[src/sv/i2p_pkg.sv]
// Shared types, operator codes and character helpers for the infix-to-postfix converter.
package i2p_pkg;

   localparam int I2P_STACK_DEPTH = 32;

   typedef logic [2:0] code_type;

   localparam code_type CODE_LPAREN = 3'd0;
   localparam code_type CODE_PLUS   = 3'd1;
   localparam code_type CODE_MINUS  = 3'd2;
   localparam code_type CODE_TIMES  = 3'd3;
   localparam code_type CODE_DIVIDE = 3'd4;
   localparam code_type CODE_POWER  = 3'd5;

   localparam logic [7:0] CHAR_LPAREN = 8'h28;
   localparam logic [7:0] CHAR_RPAREN = 8'h29;
   localparam logic [7:0] CHAR_PLUS   = 8'h2B;
   localparam logic [7:0] CHAR_MINUS  = 8'h2D;
   localparam logic [7:0] CHAR_TIMES  = 8'h2A;
   localparam logic [7:0] CHAR_DIVIDE = 8'h2F;
   localparam logic [7:0] CHAR_POWER  = 8'h5E;
   localparam logic [7:0] CHAR_NONE   = 8'h00;

   typedef struct packed {
      logic push;
      logic pop;
   } cell_ctrl_type;

   function automatic logic [7:0] code_char(input code_type code);
      logic [7:0] ch;
      unique case (code)
         CODE_LPAREN: ch = CHAR_LPAREN;
         CODE_PLUS:   ch = CHAR_PLUS;
         CODE_MINUS:  ch = CHAR_MINUS;
         CODE_TIMES:  ch = CHAR_TIMES;
         CODE_DIVIDE: ch = CHAR_DIVIDE;
         CODE_POWER:  ch = CHAR_POWER;
         default:     ch = CHAR_NONE;
      endcase
      return ch;
   endfunction

   function automatic logic [1:0] code_prec(input code_type code);
      logic [1:0] prec;
      unique case (code)
         CODE_TIMES, CODE_DIVIDE: prec = 2'd1;
         CODE_POWER:              prec = 2'd2;
         default:                 prec = 2'd0;
      endcase
      return prec;
   endfunction

   function automatic code_type op_code(input logic [7:0] sym);
      code_type code;
      unique case (sym)
         CHAR_PLUS:   code = CODE_PLUS;
         CHAR_MINUS:  code = CODE_MINUS;
         CHAR_TIMES:  code = CODE_TIMES;
         CHAR_DIVIDE: code = CODE_DIVIDE;
         CHAR_POWER:  code = CODE_POWER;
         default:     code = CODE_LPAREN;
      endcase
      return code;
   endfunction

   function automatic logic is_letter(input logic [7:0] sym);
      return ((sym >= 8'h61) && (sym <= 8'h7A)) || ((sym >= 8'h41) && (sym <= 8'h5A));
   endfunction

endpackage

[src/sv/i2p_if.sv]
// Valid/ready channel interfaces for the converter's input and result beats.
interface i2p_req_if;
   logic       valid;
   logic       ready;
   logic [7:0] symbol;
   logic       end_of_expr;

   modport source (output valid, output symbol, output end_of_expr, input ready);
   modport sink (input valid, input symbol, input end_of_expr, output ready);
endinterface

interface i2p_rsp_if;
   logic       valid;
   logic       ready;
   logic [7:0] out_symbol;
   logic       last_of_run;
   logic       overflow_seen;

   modport source (output valid, output out_symbol, output last_of_run,
                   output overflow_seen, input ready);
   modport sink (input valid, input out_symbol, input last_of_run,
                 input overflow_seen, output ready);
endinterface

[src/sv/i2p_cell.sv]
// One operator stack cell that shifts toward the bottom on push and toward the top on pop.
module i2p_cell (
   input  logic                   clock,
   input  logic                   reset,
   input  i2p_pkg::cell_ctrl_type ctrl,
   input  i2p_pkg::code_type      left_code,
   input  logic                   left_valid,
   input  i2p_pkg::code_type      right_code,
   input  logic                   right_valid,
   output i2p_pkg::code_type      code,
   output logic                   valid
);
   import i2p_pkg::*;

   code_type code_ff;
   logic     valid_ff;

   always_ff @(posedge clock) begin
      if (reset) begin
         valid_ff <= 1'b0;
      end else if (ctrl.push) begin
         valid_ff <= left_valid;
      end else if (ctrl.pop) begin
         valid_ff <= right_valid;
      end
   end

   always_ff @(posedge clock) begin
      if (ctrl.push) begin
         code_ff <= left_code;
      end else if (ctrl.pop) begin
         code_ff <= right_code;
      end
   end

   assign code  = code_ff;
   assign valid = valid_ff;

endmodule

[src/sv/infix_to_postfix_converter_top.sv]
// Top level of the infix-to-postfix converter: sequencer, output staging and stack chain.
// One symbol is taken per beat when the block is idle. Every item is accepted in the idle state
// and ends in a closing state that hands over its last result; a letter, a '(' or an ignored
// character needs no other step. An operator first pops each entry that it must pop and then
// pushes itself. A ')' first pops each operator above the '(' and then discards the '(' or
// finds none. An end of expression first flushes each entry and then sees the empty stack.
// The row of stack cells moves one entry per cycle while a push or pop is issued. Results
// leave through a one-beat holding stage and an output register, so a stalled result side
// holds the sequencer only when both are full.
// The stack holds STACK_DEPTH entries in a row of cells whose valid bits form the count.
module infix_to_postfix_converter_top #(
   parameter int STACK_DEPTH = i2p_pkg::I2P_STACK_DEPTH
) (
   input logic        clock,
   input logic        reset,
   i2p_req_if.sink    req,
   i2p_rsp_if.source  rsp
);
   import i2p_pkg::*;

   typedef enum logic [4:0] {
      ST_IDLE   = 5'b00001,
      ST_POP_OP = 5'b00010,
      ST_POP_RP = 5'b00100,
      ST_FLUSH  = 5'b01000,
      ST_DRAIN  = 5'b10000
   } state_type;

   state_type     state_ff, state_in;
   code_type      op_ff, op_in;
   logic          fin_ff, fin_in;
   logic          ovf_ff;
   logic          pend_valid_ff;
   logic [7:0]    pend_sym_ff;
   logic          rsp_valid_ff;
   logic [7:0]    rsp_sym_ff;
   logic          rsp_last_ff;
   logic          rsp_ovf_ff;

   cell_ctrl_type ctrl;
   code_type      new_code;
   code_type      cell_code  [STACK_DEPTH];
   logic [STACK_DEPTH-1:0] cell_valid;

   logic          out_free, can_emit;
   logic          emit_en, send_last, ovf_set, ovf_clr;
   logic [7:0]    emit_sym;
   logic          top_valid, full;
   code_type      top_code;
   code_type      req_op;
   state_type     after_sym;

   assign top_valid = cell_valid[0];
   assign top_code  = cell_code[0];
   assign full      = cell_valid[STACK_DEPTH-1];
   assign out_free  = !rsp_valid_ff || rsp.ready;
   assign can_emit  = !pend_valid_ff || out_free;
   assign req_op    = op_code(req.symbol);

   always_comb begin
      state_in  = state_ff;
      op_in     = op_ff;
      fin_in    = fin_ff;
      ctrl      = '0;
      new_code  = op_ff;
      emit_en   = 1'b0;
      emit_sym  = code_char(top_code);
      send_last = 1'b0;
      ovf_set   = 1'b0;
      ovf_clr   = 1'b0;
      after_sym = fin_ff ? ST_FLUSH : ST_DRAIN;
      unique case (state_ff)
         ST_IDLE: begin
            if (req.valid) begin
               fin_in    = req.end_of_expr;
               op_in     = req_op;
               after_sym = req.end_of_expr ? ST_FLUSH : ST_DRAIN;
               priority if (is_letter(req.symbol)) begin
                  emit_en  = 1'b1;
                  emit_sym = req.symbol;
                  state_in = after_sym;
               end else if (req_op != CODE_LPAREN) begin
                  state_in = ST_POP_OP;
               end else if (req.symbol == CHAR_LPAREN) begin
                  new_code = CODE_LPAREN;
                  if (full) begin
                     ovf_set = 1'b1;
                  end else begin
                     ctrl.push = 1'b1;
                  end
                  state_in = after_sym;
               end else if (req.symbol == CHAR_RPAREN) begin
                  state_in = ST_POP_RP;
               end else begin
                  state_in = after_sym;
               end
            end
         end
         ST_POP_OP: begin
            if (top_valid && (top_code != CODE_LPAREN) &&
                (code_prec(top_code) >= code_prec(op_ff))) begin
               if (can_emit) begin
                  emit_en  = 1'b1;
                  ctrl.pop = 1'b1;
               end
            end else begin
               if (full) begin
                  ovf_set = 1'b1;
               end else begin
                  ctrl.push = 1'b1;
               end
               state_in = after_sym;
            end
         end
         ST_POP_RP: begin
            if (top_valid && (top_code != CODE_LPAREN)) begin
               if (can_emit) begin
                  emit_en  = 1'b1;
                  ctrl.pop = 1'b1;
               end
            end else begin
               ctrl.pop = top_valid;
               state_in = after_sym;
            end
         end
         ST_FLUSH: begin
            if (!top_valid) begin
               state_in = ST_DRAIN;
            end else if (top_code == CODE_LPAREN) begin
               ctrl.pop = 1'b1;
            end else if (can_emit) begin
               emit_en  = 1'b1;
               ctrl.pop = 1'b1;
            end
         end
         ST_DRAIN: begin
            if (!pend_valid_ff) begin
               ovf_clr  = fin_ff;
               state_in = ST_IDLE;
            end else if (out_free) begin
               send_last = 1'b1;
               ovf_clr   = fin_ff;
               state_in  = ST_IDLE;
            end
         end
         default: begin
            state_in = ST_IDLE;
         end
      endcase
   end

   always_ff @(posedge clock) begin
      if (reset) begin
         state_ff      <= ST_IDLE;
         ovf_ff        <= 1'b0;
         pend_valid_ff <= 1'b0;
         rsp_valid_ff  <= 1'b0;
      end else begin
         state_ff <= state_in;
         if (ovf_clr) begin
            ovf_ff <= 1'b0;
         end else if (ovf_set) begin
            ovf_ff <= 1'b1;
         end
         if (emit_en) begin
            pend_valid_ff <= 1'b1;
         end else if (send_last) begin
            pend_valid_ff <= 1'b0;
         end
         if ((emit_en && pend_valid_ff) || send_last) begin
            rsp_valid_ff <= 1'b1;
         end else if (rsp.ready) begin
            rsp_valid_ff <= 1'b0;
         end
      end
   end

   always_ff @(posedge clock) begin
      op_ff  <= op_in;
      fin_ff <= fin_in;
      if (emit_en) begin
         pend_sym_ff <= emit_sym;
      end
      if ((emit_en && pend_valid_ff) || send_last) begin
         rsp_sym_ff  <= pend_sym_ff;
         rsp_last_ff <= send_last;
         rsp_ovf_ff  <= ovf_ff;
      end
   end

   for (genvar i = 0; i < STACK_DEPTH; i++) begin : g_cell
      code_type left_code, right_code;
      logic     left_valid, right_valid;

      if (i == 0) begin : g_head
         assign left_code  = new_code;
         assign left_valid = 1'b1;
      end else begin : g_body
         assign left_code  = cell_code[i-1];
         assign left_valid = cell_valid[i-1];
      end

      if (i == STACK_DEPTH - 1) begin : g_tail
         assign right_code  = CODE_LPAREN;
         assign right_valid = 1'b0;
      end else begin : g_inner
         assign right_code  = cell_code[i+1];
         assign right_valid = cell_valid[i+1];
      end

      i2p_cell u_cell (
         .clock       (clock),
         .reset       (reset),
         .ctrl        (ctrl),
         .left_code   (left_code),
         .left_valid  (left_valid),
         .right_code  (right_code),
         .right_valid (right_valid),
         .code        (cell_code[i]),
         .valid       (cell_valid[i])
      );
   end

   assign req.ready         = (state_ff == ST_IDLE);
   assign rsp.valid         = rsp_valid_ff;
   assign rsp.out_symbol    = rsp_sym_ff;
   assign rsp.last_of_run   = rsp_last_ff;
   assign rsp.overflow_seen = rsp_ovf_ff;

   a_idle_no_pending: assert property (@(posedge clock) disable iff (reset)
      (state_ff == ST_IDLE) |-> !pend_valid_ff)
      else $error("A pending beat is left over while the converter is idle.");

   a_push_pop_excl: assert property (@(posedge clock) disable iff (reset)
      !(ctrl.push && ctrl.pop))
      else $error("The stack is pushed and popped in the same cycle.");

   a_stack_packed: assert property (@(posedge clock) disable iff (reset)
      ((cell_valid & (cell_valid >> 1)) == (cell_valid >> 1)))
      else $error("The stack cells hold a gap below the top.");

   a_no_push_full: assert property (@(posedge clock) disable iff (reset)
      ctrl.push |-> !full)
      else $error("A push was issued onto a full stack.");

endmodule
[src/flat_wrapper.sv]
// flat-port wrapper written by rule: the top's interface ports become plain ports
module infix_to_postfix_converter_top_flat import i2p_pkg::*;
#(
   parameter int STACK_DEPTH = i2p_pkg::I2P_STACK_DEPTH
)
  (clock, reset, req_valid, req_symbol, req_end_of_expr, req_ready, rsp_valid, rsp_out_symbol, rsp_last_of_run, rsp_overflow_seen, rsp_ready);
  i2p_req_if req_i ();
  i2p_rsp_if rsp_i ();
  input logic clock;
  input logic reset;
  input wire logic [$bits(req_i.valid)-1:0] req_valid;
  input wire logic [$bits(req_i.symbol)-1:0] req_symbol;
  input wire logic [$bits(req_i.end_of_expr)-1:0] req_end_of_expr;
  output wire logic [$bits(req_i.ready)-1:0] req_ready;
  output wire logic [$bits(rsp_i.valid)-1:0] rsp_valid;
  output wire logic [$bits(rsp_i.out_symbol)-1:0] rsp_out_symbol;
  output wire logic [$bits(rsp_i.last_of_run)-1:0] rsp_last_of_run;
  output wire logic [$bits(rsp_i.overflow_seen)-1:0] rsp_overflow_seen;
  input wire logic [$bits(rsp_i.ready)-1:0] rsp_ready;
  assign req_i.valid = req_valid;
  assign req_i.symbol = req_symbol;
  assign req_i.end_of_expr = req_end_of_expr;
  assign req_ready = req_i.ready;
  assign rsp_valid = rsp_i.valid;
  assign rsp_out_symbol = rsp_i.out_symbol;
  assign rsp_last_of_run = rsp_i.last_of_run;
  assign rsp_overflow_seen = rsp_i.overflow_seen;
  assign rsp_i.ready = rsp_ready;
  infix_to_postfix_converter_top #(.STACK_DEPTH(STACK_DEPTH)) u_core (.clock(clock), .reset(reset), .req(req_i), .rsp(rsp_i));
endmodule
[config.mk]
export PLATFORM = sky130hd
export DESIGN_NAME = infix_to_postfix_converter_top_flat
export DESIGN_NICKNAME = d
export VERILOG_FILES = /design/src/sv/i2p_pkg.sv /design/src/sv/i2p_if.sv /design/src/sv/i2p_cell.sv /design/src/sv/infix_to_postfix_converter_top.sv /design/src/flat_wrapper.sv
export SDC_FILE = /design/constraint.sdc
export NUM_CORES = 1
export LEC_CHECK = 0
export ABC_AREA = 1
export BUFFER_PORTS_ARGS = -buffer_cell sky130_fd_sc_hd__buf_2
export CAP_MARGIN = 20
export CORE_UTILIZATION = 42
export DETAILED_ROUTE_END_ITERATION = 8
export PLACE_DENSITY = 0.69
export SETUP_SLACK_MARGIN = 0.4
export SLEW_MARGIN = 0
export SYNTH_ARGS = -nofsm -noshare
export SYNTH_HDL_FRONTEND = slang
export SYNTH_SLANG_ARGS = --single-unit
[constraint.sdc]
create_clock -name clock -period 4.5 [get_ports clock]
set_input_delay 0.45 -clock clock [delete_from_list [all_inputs] [get_ports clock]]
set_output_delay 0.45 -clock clock [all_outputs]
set_load 0.005 [all_outputs]
# --- Word-level counts from Yosys, hierarchy flattened ---
# Index checks and enable logic that the tools add are counted.
# W data, S select, Z words.
totals:
  reg_bits: 158
  latchBits: 0
  ramBits: 0
  mem_bits_ro: 0
  input_bits: 13
  elab_cells: 317
  n_memories: 0
op_classes:
  add_sub_neg: 0
  n_mul: 0
  n_div: 0
  order_cmp: 5
  n_eq_ne: 25
  shift: 0
  n_mux: 191
  n_bitwise: 0
  n_reduce_logical: 22
op_table:
  columns: ["operator", "n"]
  rows:
  - ["$mux W3", 69]
  - ["$mux W1", 96]
  - ["$mux W5", 12]
  - ["$eq A8 B6 Y1 const B", 6]
  - ["$pmux W7 S6", 1]
  - ["$pmux W5 S5", 1]
  - ["$mux W8", 3]
  - ["$ge A8 B7 Y1 const B", 2]
  - ["$le A8 B7 Y1 const B", 2]
  - ["$pmux W3 S5", 1]
  - ["$eq A3 B3 Y1 const B", 4]
  - ["$eq A3 B2 Y1 const B", 3]
  - ["$eq A8 B7 Y1 const B", 1]
  - ["$ne A2 B2 Y1 const B", 4]
  - ["$pmux W2 S2", 2]
  - ["$reduce_bool A2 Y1", 3]
  - ["$reduce_bool A3 Y1", 2]
  - ["$reduce_or A2 Y1", 3]
  - ["$eq A5 B1 Y1 const B", 1]
  - ["$eq A5 B2 Y1 const B", 1]
  - ["$eq A5 B3 Y1 const B", 1]
  - ["$eq A5 B4 Y1 const B", 1]
  - ["$eq A5 B5 Y1 const B", 1]
  - ["$logic_and A1 B1 Y1", 5]
  - ["other kinds (12)", 18]

# --- Longest topological paths before layout ---
# Gate-level depths: netlist of run 1.
depth:
  ltp_word: 11
  mapped_depth: 17
  depth_no_buf: 15

# --- Cells and area by module ---
# Synthesis of run 1 repeated with hierarchy kept, for this count alone.
hier_totals:
  cells_unflattened: 949
  hier_area_um2: 7617.3
modules_own_cells:
  columns: ["mod", "instances", "cells_per_inst", "area_per_inst_um2", "seq_area_each_um2"]
  rows:
  - ["i2p_cell", 32, 23, 183.9, 110.1]
  - ["infix_to_postfix_converter_top", 1, 213, 1731.7, 820.8]

# --- Least setup slack after synthesis of run 1 ---
# Ideal clock, no wire load.
synth_path:
  path_type: "register to register"
  start: "register u_core.g_cell[0].u_cell.code_ff[1]"
  end: "register u_core.g_cell[0].u_cell.code_ff[0], enable pin"
  setup_ns: 0.388
  t_arrival_ns: 2.492
  required_time_ns: 4.112
  path_slack_ns: 1.620
  stages_incl_launch_ff: 14
  n_path_buf: 1
  synth_period_minus_slack_ns: 2.880
  cell_sequence: "edfxtp_1 -> nor2_2 -> nor2_1 -> inv_1 -> nand2_1 -> ha_1 -> o21ai_0 -> nand2_1 -> nand2_1 -> nand3_2 -> nand2_4 -> nor2_4 -> inv_2 -> buf_4"
synth_via:
  elab_chain_len: 9
  elab_cells_between_ends: 19
  cone_classes: "order compare: 1; eq/ne: 3; mux: 9; reduce/logical: 6"
synth_rtl:
  columns: ["item", "line_no", "rtl"]
  rows:
  - ["start, declared", "i2p_cell.sv:15", "code_type code_ff;"]
  - ["start signal, assigned", "i2p_cell.sv:30", "code_ff <= left_code;"]
  - ["start signal, assigned", "i2p_cell.sv:32", "code_ff <= right_code;"]
  - ["$eq A3 B2 Y1 / $eq A3 B3 Y1 (equally long branches)", "i2p_pkg.sv:45", "unique case (code)"]
  - ["$reduce_or A2 Y1", "i2p_pkg.sv:45", null]
  - ["$pmux W2 S2", "i2p_pkg.sv:45", null]
  - ["$mux W2", "infix_to_postfix_converter_top.sv:72", "unique case (state_ff)"]
  - ["$ge A2 B2 Y1", "infix_to_postfix_converter_top.sv:101", "(code_prec(top_code) >= code_prec(op_ff))) begin"]
  - ["$logic_and A1 B1 Y1", "infix_to_postfix_converter_top.sv:100", "if (top_valid && (top_code != CODE_LPAREN) &&"]
  - ["$mux W1", "infix_to_postfix_converter_top.sv:100", null]
  - ["$pmux W1 S3 / $pmux W1 S2 (equally long branches)", "infix_to_postfix_converter_top.sv:72", null]
  - ["$reduce_bool A2 Y1 (no source line) *", null, null]
# Mark *: on every way between the ends. The rest lies on a longest branch, timed or not. The select of a mux whose other input is x is not followed.
# A chain may end at the register's enable or synchronous reset.

# --- Final worst setup path of run 1 ---
layout_path:
  start: "register u_core.g_cell[0].u_cell.code_ff[1]"
  end: "register u_core.g_cell[29].u_cell.code_ff[1], data pin"
layout_via:
  elab_chain_len: 9
  elab_cells_between_ends: 13
  cone_classes: "order compare: 1; eq/ne: 3; mux: 5; reduce/logical: 4"
layout_rtl:
  columns: ["item", "line_no", "rtl"]
  rows:
  - ["$eq A3 B2 Y1 / $eq A3 B3 Y1 (equally long branches)", "i2p_pkg.sv:45", null]
  - ["$reduce_or A2 Y1", "i2p_pkg.sv:45", null]
  - ["$pmux W2 S2", "i2p_pkg.sv:45", null]
  - ["$mux W2", "infix_to_postfix_converter_top.sv:72", null]
  - ["$ge A2 B2 Y1", "infix_to_postfix_converter_top.sv:101", null]
  - ["$logic_and A1 B1 Y1 *", "infix_to_postfix_converter_top.sv:100", null]
  - ["$mux W1 *", "infix_to_postfix_converter_top.sv:100", null]
  - ["$pmux W1 S2 *", "infix_to_postfix_converter_top.sv:72", null]
  - ["$mux W3 *", "i2p_cell.sv:29", "if (ctrl.push) begin"]
  - ["end signal, assigned", "i2p_cell.sv:30", null]
  - ["end signal, assigned", "i2p_cell.sv:32", null]
  - ["end, declared", "i2p_cell.sv:15", null]
# Marks and branches as above.

==> results of run 1 <==
==> worst reg2reg max path, cell delays in order, from the launching register on <==
cell and delay [ns]:
edfxtp_1 0.45, nor2_2 0.23, nor2_1 0.06, inv_1 0.07, nand2_1 0.06, ha_1 0.28
o21ai_0 0.16, nand2_1 0.10, nand2_1 0.11, nand3_2 0.28, nand2_4 0.20, buf_4 0.45
buf_4 0.65, o21ai_0 0.18
==> metal layers <==
layer | up-vias | global-route usage (%)
met4 | 0 | 6.25
met1 | 2314 | 20.4
met3 | 2 | 4.45
met5 | - | 0
li1 | 2676 | -
met2 | 49 | 23.0
==> worst max path at each step <==
stage	from	to	slack, ns	depth (start not counted)
finish	u_core.g_cell[0].u_cell.code[1]$_DFFE_PP_	u_core.g_cell[29].u_cell.code[1]$_DFFE_PP_	0.98	13
global route	u_core.g_cell[0].u_cell.code[1]$_DFFE_PP_	u_core.g_cell[9].u_cell.code[2]$_DFFE_PP_	0.54	13
CTS	u_core.g_cell[0].u_cell.code[1]$_DFFE_PP_	u_core.g_cell[9].u_cell.code[2]$_DFFE_PP_	0.95	13
detailed placement	u_core.g_cell[0].u_cell.code[1]$_DFFE_PP_	u_core.g_cell[9].u_cell.code[2]$_DFFE_PP_	0.96	13
global placement	u_core.g_cell[0].u_cell.code[1]$_DFFE_PP_	u_core.g_cell[29].u_cell.code[1]$_DFFE_PP_	0.98	13
floorplan	u_core.g_cell[0].u_cell.code[1]$_DFFE_PP_	u_core.g_cell[0].u_cell.code[0]$_DFFE_PP_	1.62	13
==> sequential cells by signal, summed over array words and instances (netlist names) <==
register	flops
u_core.ovf_ff	1
u_core.g_cell.u_cell.code	96
u_core.op_ff	3
u_core.rsp.last_of_run	1
u_core.rsp.overflow_seen	1
u_core.state_ff	5
u_core.pend_valid_ff	1
u_core.pend_sym_ff	8
u_core.g_cell.u_cell.valid	32
u_core.rsp.valid	1
u_core.fin_ff	1
u_core.rsp.out_symbol	8
==> layout by cell type, fill, tap and decap left out, types with 2 or more instances in the layout <==
cell        Yosys  routed
buf_2           9      24
o21ai_0        19      19
nor2_1         43      43
ha_1            2       2
clkinv_1        0       2
inv_2           5       4
nand3_4         2       2
nor3_1          2       2
nor2_2          4       4
nand3_1        27      27
a21oi_1        43      43
a31oi_1         2       2
dfxtp_1        40      40
clkinvlp_4      0       4
buf_4          11       5
nor2_4          4       4
bufinv_16       0       2
clkbuf_16       0      17
edfxtp_1      118     118
nand4_1         7       7
inv_6           0       3
nand2_1       412     412
inv_1          43      43
==> layout make-up <==
| cell class | instances | area [um^2] |
|---|---|---|
| Clock buffer | 18 | 429 |
| Tap cell | 220 | 275 |
| Timing Repair Buffer | 30 | 178 |
| Fill cell | 1634 | 8710 |
| Multi-Input combinational cell | 578 | 2440 |
| Clock inverter | 14 | 143 |
| Inverter | 48 | 183 |
| Sequential cell | 158 | 4340 |
==> power groups by stage <==
| stage | Sequential [mW] | Clock (mW) | Combinational, mW |
|---|---|---|---|
| after floorplan | 1.60 | 0 | 0.0696 |
| after global placement | 1.60 | 0 | 0.0941 |
| after detailed placement | 1.60 | 0 | 0.0954 |
| after CTS | 1.57 | 1.43 | 0.0955 |
| after global routing | 1.57 | 1.48 | 0.109 |
| final | 1.57 | 1.39 | 0.0951 |
==> kinds of logic (layout without fill, tap and decap cells) <==
group	after synthesis	in the layout	synth area share [%]
adders and majority gates	2	2	0.347
DFF	158	158	60.2
buffers and inverters	84	110	6.03
other	1	1	0.0519
AOI/OAI and AO/OA	69	69	5.10
and+or+nand+nor	506	506	28.3
==> impl_metrics.ini, run 1 <==
[detailed_routing]
routed.top_layer = met4
dr_wl_met2_um = 5650
vias = 5041
via_per_inst = 4.73
totalWireLength_um = 12400
drt_iter0_drc = 390
drc = 0
ant_nets = 0
dr.pass1.iters = 5
route.met3.wl_um = 355
wl_per_cell_um = 11.6
wl_met1_um = 6290

[placed_design]
place_ws_ns = 0.960
portBuffers = 24
routabilityCongestion = 0.826
place_area_mm2 = 0.00742
hpwl_um = 7580
numPlacedInstances = 1034

[die]
core_area_mm2 = 0.0167
start_util_pct = 43.2
fp.dieArea_mm2 = 0.0177
boundaryPins = 25
die_h_um = 133
rows = 47
die_w_um = 133

[sta]
report.final.slew_viol_count = 0
fmax_ghz = 0.284
worstMarginPinSlew_ns = 0.708
setup_ws_ns = 0.982
whs_ns = 0.240
period_share_pct = 78.2
fin_tns_setup_ns = 0
hold_viol_final = 0
finalSetupViolCount = 0
finClkSkew_ns = 0.0116
rsz0062_at_grt = false
slew_headroom_pct = 52.7
period_needed_ns = 3.52

[cts]
cts.clk_slew.worst_paths_ns = 0.06
ctsHtreeMaxLevel = 4
cts_made_buffers = 17
holdBufCountCts = 0
cts_resized = 0
clkLatencyLatePin_ns = 0.43
cts-root-buf = clkbuf_16
cts_setup_buffers = 0
cts.sink_count = 158
clockBufferDepth = 2
cts_tree = done

[yosys]
syn_nets = 835
yosys-top-cells-count = nand2_1 (412), edfxtp_1 (118), a21oi_1 (43), inv_1 (43), nor2_1 (43)
syn-instance-count = 820
synth_area_leaders = edfxtp_1 (49%), nand2_1 (21%), dfxtp_1 (11%)
async_flop_share_pct = 0
synth-warning-count = 0
synthFlopType = edfxtp_1
synth_edf_count = 118
yosysTopAreaCell = edfxtp_1
netlist_area_mm2 = 0.00722
synth_seq_cells = 158
synth_top_area_share_pct = 49.1
yosysMostFrequentCell = nand2_1
ys_seq_area_share_pct = 60.2
synth_cell_type_count = 31
syn-mean-instance-area_um2 = 8.80

[critical_path]
r2r-end = u_core.g_cell[29].u_cell.code[1]$_DFFE_PP_
start_kind = flip-flop
crit_buf_inv = 3
cpMaxStageDelayCell = buf_4
crit_type = reg2reg
rrSetupSlack_ns = 0.98
crit_path_frequent_cell = nand2_1
rr_worst_depth = 13
cpLargestDelayFamily = buffers and inverters
worst_setup_path_end_kind = flip-flop
cp.required_ns = 4.65
slowest_delay_ns = 0.64
path_cells = nor2_2, nor2_1, inv_1, nand2_1, ha_1, o21ai_0, nand2_1, nand2_1, nand3_2, nand2_4, buf_4, buf_4, o21ai_0
arrival_ns = 3.67
r2r-start = u_core.g_cell[0].u_cell.code[1]$_DFFE_PP_
crit_fanout = 74

[pwr]
vdd_drop_max_uv = 225
combPwrFrac_pct = 3.1
clockPowerShare_pct = 45.5
p_leak_nw = 3.36
seq_power_share_pct = 51.4
p_per_area_mw_per_mm2 = 383
switchingPower_mw = 0.650
finalPower_mw = 3.06
swShare_pct = 21.3
power.internal_mw = 2.41

[final_layout]
final_util_pct = 47.8
drive_above_1_share_pct = 9.34
syn2layout_area_growth_pct = 10.7
final-instance-count-excl-fill = 1066
post-route-cell-area_mm2 = 0.00799
layout.nets = 848
antenna_cells = 0

[grt]
grt_max_degree = 75
antenna_found_initial = 0
grt_pass1_wl_um = 21300
grt_use_total_pct = 15.2
grt_pass1_vias = 4673
grt-ovfl-total = 0

[min_path]
hold_start = req_end_of_expr
hold_path.class = in2reg
min_path_cells = 1
hold_end = u_core.fin_ff$_DFFE_PP_

[outcome]
outcome = finished, final reports clean

[flow_run]
maxCapViolations = 0
No activity file was read; power rests on OpenSTA's default activity.
==> run 2, diff against run 1 <==
ABC_AREA = 0   (was 1)
PLACE_DENSITY = 0.71   (was 0.69)
clock period = 3.14 ns   (was 4.5 ns; I/O delays follow)
==> impl_metrics.ini, run 2 <==
[sta]
finalSetupViolCount = 0
fin_tns_setup_ns = 0
rsz0062_at_grt = false
finClkSkew_ns = 0.00994
fmax_ghz = 0.383
period_needed_ns = 2.61
hold_viol_final = 0
slew_headroom_pct = 52.8
worstMarginPinSlew_ns = 0.709
report.final.slew_viol_count = 0
period_share_pct = 83.2

[flow_run]
maxCapViolations = 0

[critical_path]
start_kind = flip-flop
slowest_delay_ns = 0.49
path_cells = nor2b_2, a21oi_1, ha_1, nand2b_4, a21oi_4, o21ai_4, a21o_4, clkbuf_16, mux2_2
cpMaxStageDelayCell = edfxtp_1
cp.required_ns = 3.32
rr_worst_depth = 9
crit_buf_inv = 1
crit_fanout = 43
r2r-start = u_core.g_cell[0].u_cell.code[0]$_DFFE_PP_
arrival_ns = 2.79
rrSetupSlack_ns = 0.53
cpLargestDelayFamily = compound AO/OA/AOI/OAI gates
crit_type = reg2reg
worst_setup_path_end_kind = flip-flop
r2r-end = u_core.g_cell[5].u_cell.code[0]$_DFFE_PP_

[yosys]
yosysMostFrequentCell = edfxtp_1
syn_nets = 594
yosys-top-cells-count = edfxtp_1 (118), mux2_2 (91), dfxtp_1 (40), o21ai_0 (37), nand3_1 (34)
synth_area_leaders = edfxtp_1 (47%), mux2_2 (14%), dfxtp_1 (11%)
synth_edf_count = 118
synth_top_area_share_pct = 46.8
syn-mean-instance-area_um2 = 13.1
synth_seq_cells = 158
netlist_area_mm2 = 0.00758
synthFlopType = edfxtp_1
synth-warning-count = 0
async_flop_share_pct = 0
ys_seq_area_share_pct = 57.3
syn-instance-count = 579
synth_cell_type_count = 54
yosysTopAreaCell = edfxtp_1

[cts]
cts-root-buf = clkbuf_16
cts_made_buffers = 17
cts_tree = done
ctsHtreeMaxLevel = 4
cts.clk_slew.worst_paths_ns = 0.06
clkLatencyLatePin_ns = 0.43
holdBufCountCts = 0
cts.sink_count = 158
clockBufferDepth = 2

[detailed_routing]
route.met3.wl_um = 762
ant_nets = 0
totalWireLength_um = 14100
routed.top_layer = met4
wl_met1_um = 6480
drc = 0
dr_wl_met2_um = 6640
vias = 4857
dr.pass1.iters = 6
drt_iter0_drc = 412
via_per_inst = 5.82
wl_per_cell_um = 16.8

[final_layout]
syn2layout_area_growth_pct = 12.9
fillers = 1490
final_cell_mix = edfxtp_1 (118), mux2_2 (91), dfxtp_1 (40)
drive_above_1_share_pct = 35.2
largest_register_ff_count = 96
post-route-cell-area_mm2 = 0.00855
final_common_cell = edfxtp_1
layout.nets = 612
antenna_cells = 0

[grt]
grt_max_degree = 87
grt_pass1_vias = 4586
antenna_found_initial = 0
grt-ovfl-total = 0
grt_use_total_pct = 15.8
grt_pass1_wl_um = 22900

[die]
boundaryPins = 25
fp.dieArea_mm2 = 0.0186
rows = 48
core_area_mm2 = 0.0175
start_util_pct = 43.3
die_h_um = 136
die_w_um = 136

[min_path]
min_path_cells = 1
hold_end = u_core.fin_ff$_DFFE_PP_
hold_start = req_end_of_expr
hold_path.class = in2reg

[outcome]
outcome = finished, final reports clean

[pwr]
vdd_drop_max_uv = 372
p_leak_nw = 2.83
p_per_area_mw_per_mm2 = 506

[placed_design]
portBuffers = 24
hpwl_um = 8500
routabilityCongestion = 0.898
place_area_mm2 = 0.00790
-- run 2: stage by stage --
stage	instances	util [%]	hold WS (ns)	setup WS, ns	power, mW
final	835	48.9	0.108	0.526	4.32
after global routing	835	48.9	0.0952	0.384	4.46
after CTS	826	48.4	0.0965	0.422	4.36
after detailed placement	794	45.2	0.407	0.430	2.41
after global placement	794	45.2	0.404	0.519	2.40
after floorplan	579	-	0.400	0.329	2.37
-- run 2: power by group --
group          leakage, nW  switching [mW]  internal [mW]
sequential            1.39          0.0119           2.23
clock                0.264           0.858           1.10
combinational         1.18          0.0814         0.0421
-- run 2: area by class of cell --
type / count / area (um^2) / share of cell area, %
Inverter: 13 / 48.8 / 0.571
Sequential cell: 158 / 4340 / 50.8
Multi-Input combinational cell: 358 / 2950 / 34.5
Clock buffer: 17 / 425 / 4.97
Tap cell: 225 / 282 / 3.29
Clock inverter: 15 / 136 / 1.59
Timing Repair Buffer: 49 / 370 / 4.33
-- run 2: metal layers --
layer,vias up,global-route usage (%)
li1,2280,-
met1,2391,21.4
met2,169,23.9
met3,17,4.47
met4,0,6.05
met5,-,0
-- run 2: kinds of logic after synthesis --
family,Yosys count,share of synthesized area (%)
flip-flops,158,57.3
AO/OA/AOI/OAI,137,14.9
AND/OR/NAND/NOR,121,8.52
multiplexers,94,13.9
buffers and inverters,63,4.62
XOR/XNOR,3,0.347
adder cells (fa/ha/maj),2,0.330
other,1,0.0495
-- run 2: worst max path at each step --
stage	cells past startpoint	end	slack, ns	start
2_1_floorplan	12	u_core.g_cell[0].u_cell.code[0]$_DFFE_PP_	0.33	u_core.g_cell[0].u_cell.code[2]$_DFFE_PP_
3_3_place_gp	9	u_core.g_cell[7].u_cell.code[1]$_DFFE_PP_	0.52	u_core.g_cell[0].u_cell.code[1]$_DFFE_PP_
3_5_place_dp	9	u_core.g_cell[29].u_cell.code[2]$_DFFE_PP_	0.43	u_core.g_cell[0].u_cell.code[2]$_DFFE_PP_
4_1_cts	9	u_core.g_cell[29].u_cell.code[2]$_DFFE_PP_	0.42	u_core.g_cell[0].u_cell.code[1]$_DFFE_PP_
5_1_grt	9	u_core.g_cell[28].u_cell.code[1]$_DFFE_PP_	0.38	u_core.g_cell[0].u_cell.code[0]$_DFFE_PP_
6_report	9	u_core.g_cell[5].u_cell.code[0]$_DFFE_PP_	0.53	u_core.g_cell[0].u_cell.code[0]$_DFFE_PP_
-- run 2: what timing repair did --
action,CTS,global route
buffers inserted,0,8
endpoints found under the setup margin,0,179
gates resized for setup,0,2
==> run 3, diff against run 2 <==
ABC_AREA = 1   (was 0)
PLACE_DENSITY = 0.69   (was 0.71)
clock period = 2.56 ns   (was 3.14 ns; I/O delays follow)
==> impl_metrics.ini, run 3 (synthesized netlist as in run 1, its figures left out) <==
[outcome]
outcome = finished, final reports clean

[cts]
holdBufCountCts = 0
clockBufferDepth = 2
cts_made_buffers = 17
cts.clk_slew.worst_paths_ns = 0.06
cts.sink_count = 158
cts-root-buf = clkbuf_16
clkLatencyLatePin_ns = 0.43
ctsHtreeMaxLevel = 4
cts_tree = done

[sta]
finClkSkew_ns = 0.00935
rsz0062_at_grt = true
fmax_ghz = 0.421
period_share_pct = 92.8
fin_tns_setup_ns = 0
period_needed_ns = 2.38
slew_headroom_pct = 51.6
worstMarginPinSlew_ns = 0.726
report.final.slew_viol_count = 0
whs_ns = 0.0495
hold_viol_final = 0
finalSetupViolCount = 0

[detailed_routing]
drt_iter0_drc = 463
via_per_inst = 5.07
wl_per_cell_um = 14.2
ant_nets = 0
drc = 0
totalWireLength_um = 15900
vias = 5699
dr.pass1.iters = 5

[final_layout]
drive_above_1_share_pct = 18.3
fillers = 1416
multi_input_area_mm2 = 0.00261
largest_register_ff_count = 96
antenna_cells = 0
final_util_pct = 55.5
syn2layout_area_growth_pct = 28.5
seq_area_mm2 = 0.00434
final_cell_mix = nand2_1 (402), edfxtp_1 (118), inv_1 (42)
layout.nets = 907
final_common_cell = nand2_1

[flow_run]
maxCapViolations = 0

[die]
core_area_mm2 = 0.0167
die_h_um = 133
fp.dieArea_mm2 = 0.0177
start_util_pct = 43.2
boundaryPins = 25
rows = 47
die_w_um = 133

[placed_design]
hpwl_um = 7840
routabilityCongestion = 0.835
portBuffers = 24

[grt]
grt_pass1_wl_um = 24400
grt_max_degree = 40
grt_pass1_vias = 5053
antenna_found_initial = 0
grt-ovfl-total = 0
grt_use_total_pct = 17.5

[min_path]
hold_path.class = in2reg

[pwr]
p_leak_nw = 3.96
p_per_area_mw_per_mm2 = 585
vdd_drop_max_uv = 570
finalPower_mw = 5.43

[critical_path]
start_kind = flip-flop
cp.required_ns = 2.71
arrival_ns = 2.53
crit_fanout = 9
worst_setup_path_end_kind = flip-flop
crit_type = reg2reg
-- run 3: metal layers --
layer | vias to the layer above | wire length (um) | share of wire (%) | global-route usage (%)
li1 | 2806 | - | - | -
met1 | 2720 | 7350 | 46 | 24.0
met2 | 154 | 7510 | 47 | 27.5
met3 | 19 | 800 | 5.0 | 4.26
met4 | 0 | 269 | 1.7 | 5.30
met5 | - | 0 | 0 | 0
-- run 3: through the flow --
stage,cells,area (um^2),setup WS [ns]
after CTS,1106,8820,0.239
final,1124,9270,0.184
after detailed placement,1044,7570,0.114
after global routing,1124,9270,0.0181
after global placement,1044,7570,0.157
after floorplan,820,7300,0.208
-- run 3: worst paths after layout --
check / slack [ns] / end / cells past startpoint / startpoint
min: 0.05 / u_core.fin_ff$_DFFE_PP_ / 1 / req_end_of_expr
max: 0.18 / u_core.g_cell[27].u_cell.code[0]$_DFFE_PP_ / 13 / u_core.g_cell[0].u_cell.code[1]$_DFFE_PP_
max reg2reg: 0.18 / u_core.g_cell[27].u_cell.code[0]$_DFFE_PP_ / 13 / u_core.g_cell[0].u_cell.code[1]$_DFFE_PP_
min reg2reg: 0.42 / u_core.rsp.out_symbol[4]$_DFFE_PP_ / 0 / u_core.pend_sym_ff[4]$_DFFE_PP_
-- run 3: cell type report --
| cell class | instances | share of cell area (%) |
|---|---|---|
| clock buffer | 17 | 4.59 |
| clock inverter | 14 | 1.55 |
| inverter | 48 | 2.16 |
| multi-input combinational | 579 | 28.2 |
| sequential | 158 | 46.8 |
| tap | 220 | 2.97 |
| timing repair buffer | 88 | 13.7 |
-- run 3: repair_timing --
| action | CTS | global route |
|---|---|---|
| gates cloned | 13 | 9 |
| pin swaps | 3 | 11 |
| resized for setup | 39 | 37 |
| endpoints found under the setup margin | 239 | 249 |
| buffers inserted | 18 | 9 |
-- run 3: where the power goes --
group | leakage, nW | internal, mW | switching [mW]
sequential | 1.38 | 2.75 | 0.0168
clock | 0.272 | 1.43 | 1.03
combinational | 2.31 | 0.0745 | 0.129
-- run 3: worst max-delay path, cell delays in order, from the launching register on --
cell,delay [ns]
edfxtp_1,0.47
nor2_1,0.16
inv_1,0.08
nor2_2,0.15
ha_1,0.24
o21ai_1,0.08
nand2_1,0.11
nand2_2,0.12
nand3_4,0.10
nand2_8,0.14
nor2_4,0.07
inv_8,0.08
buf_12,0.14
clkbuf_16,0.16
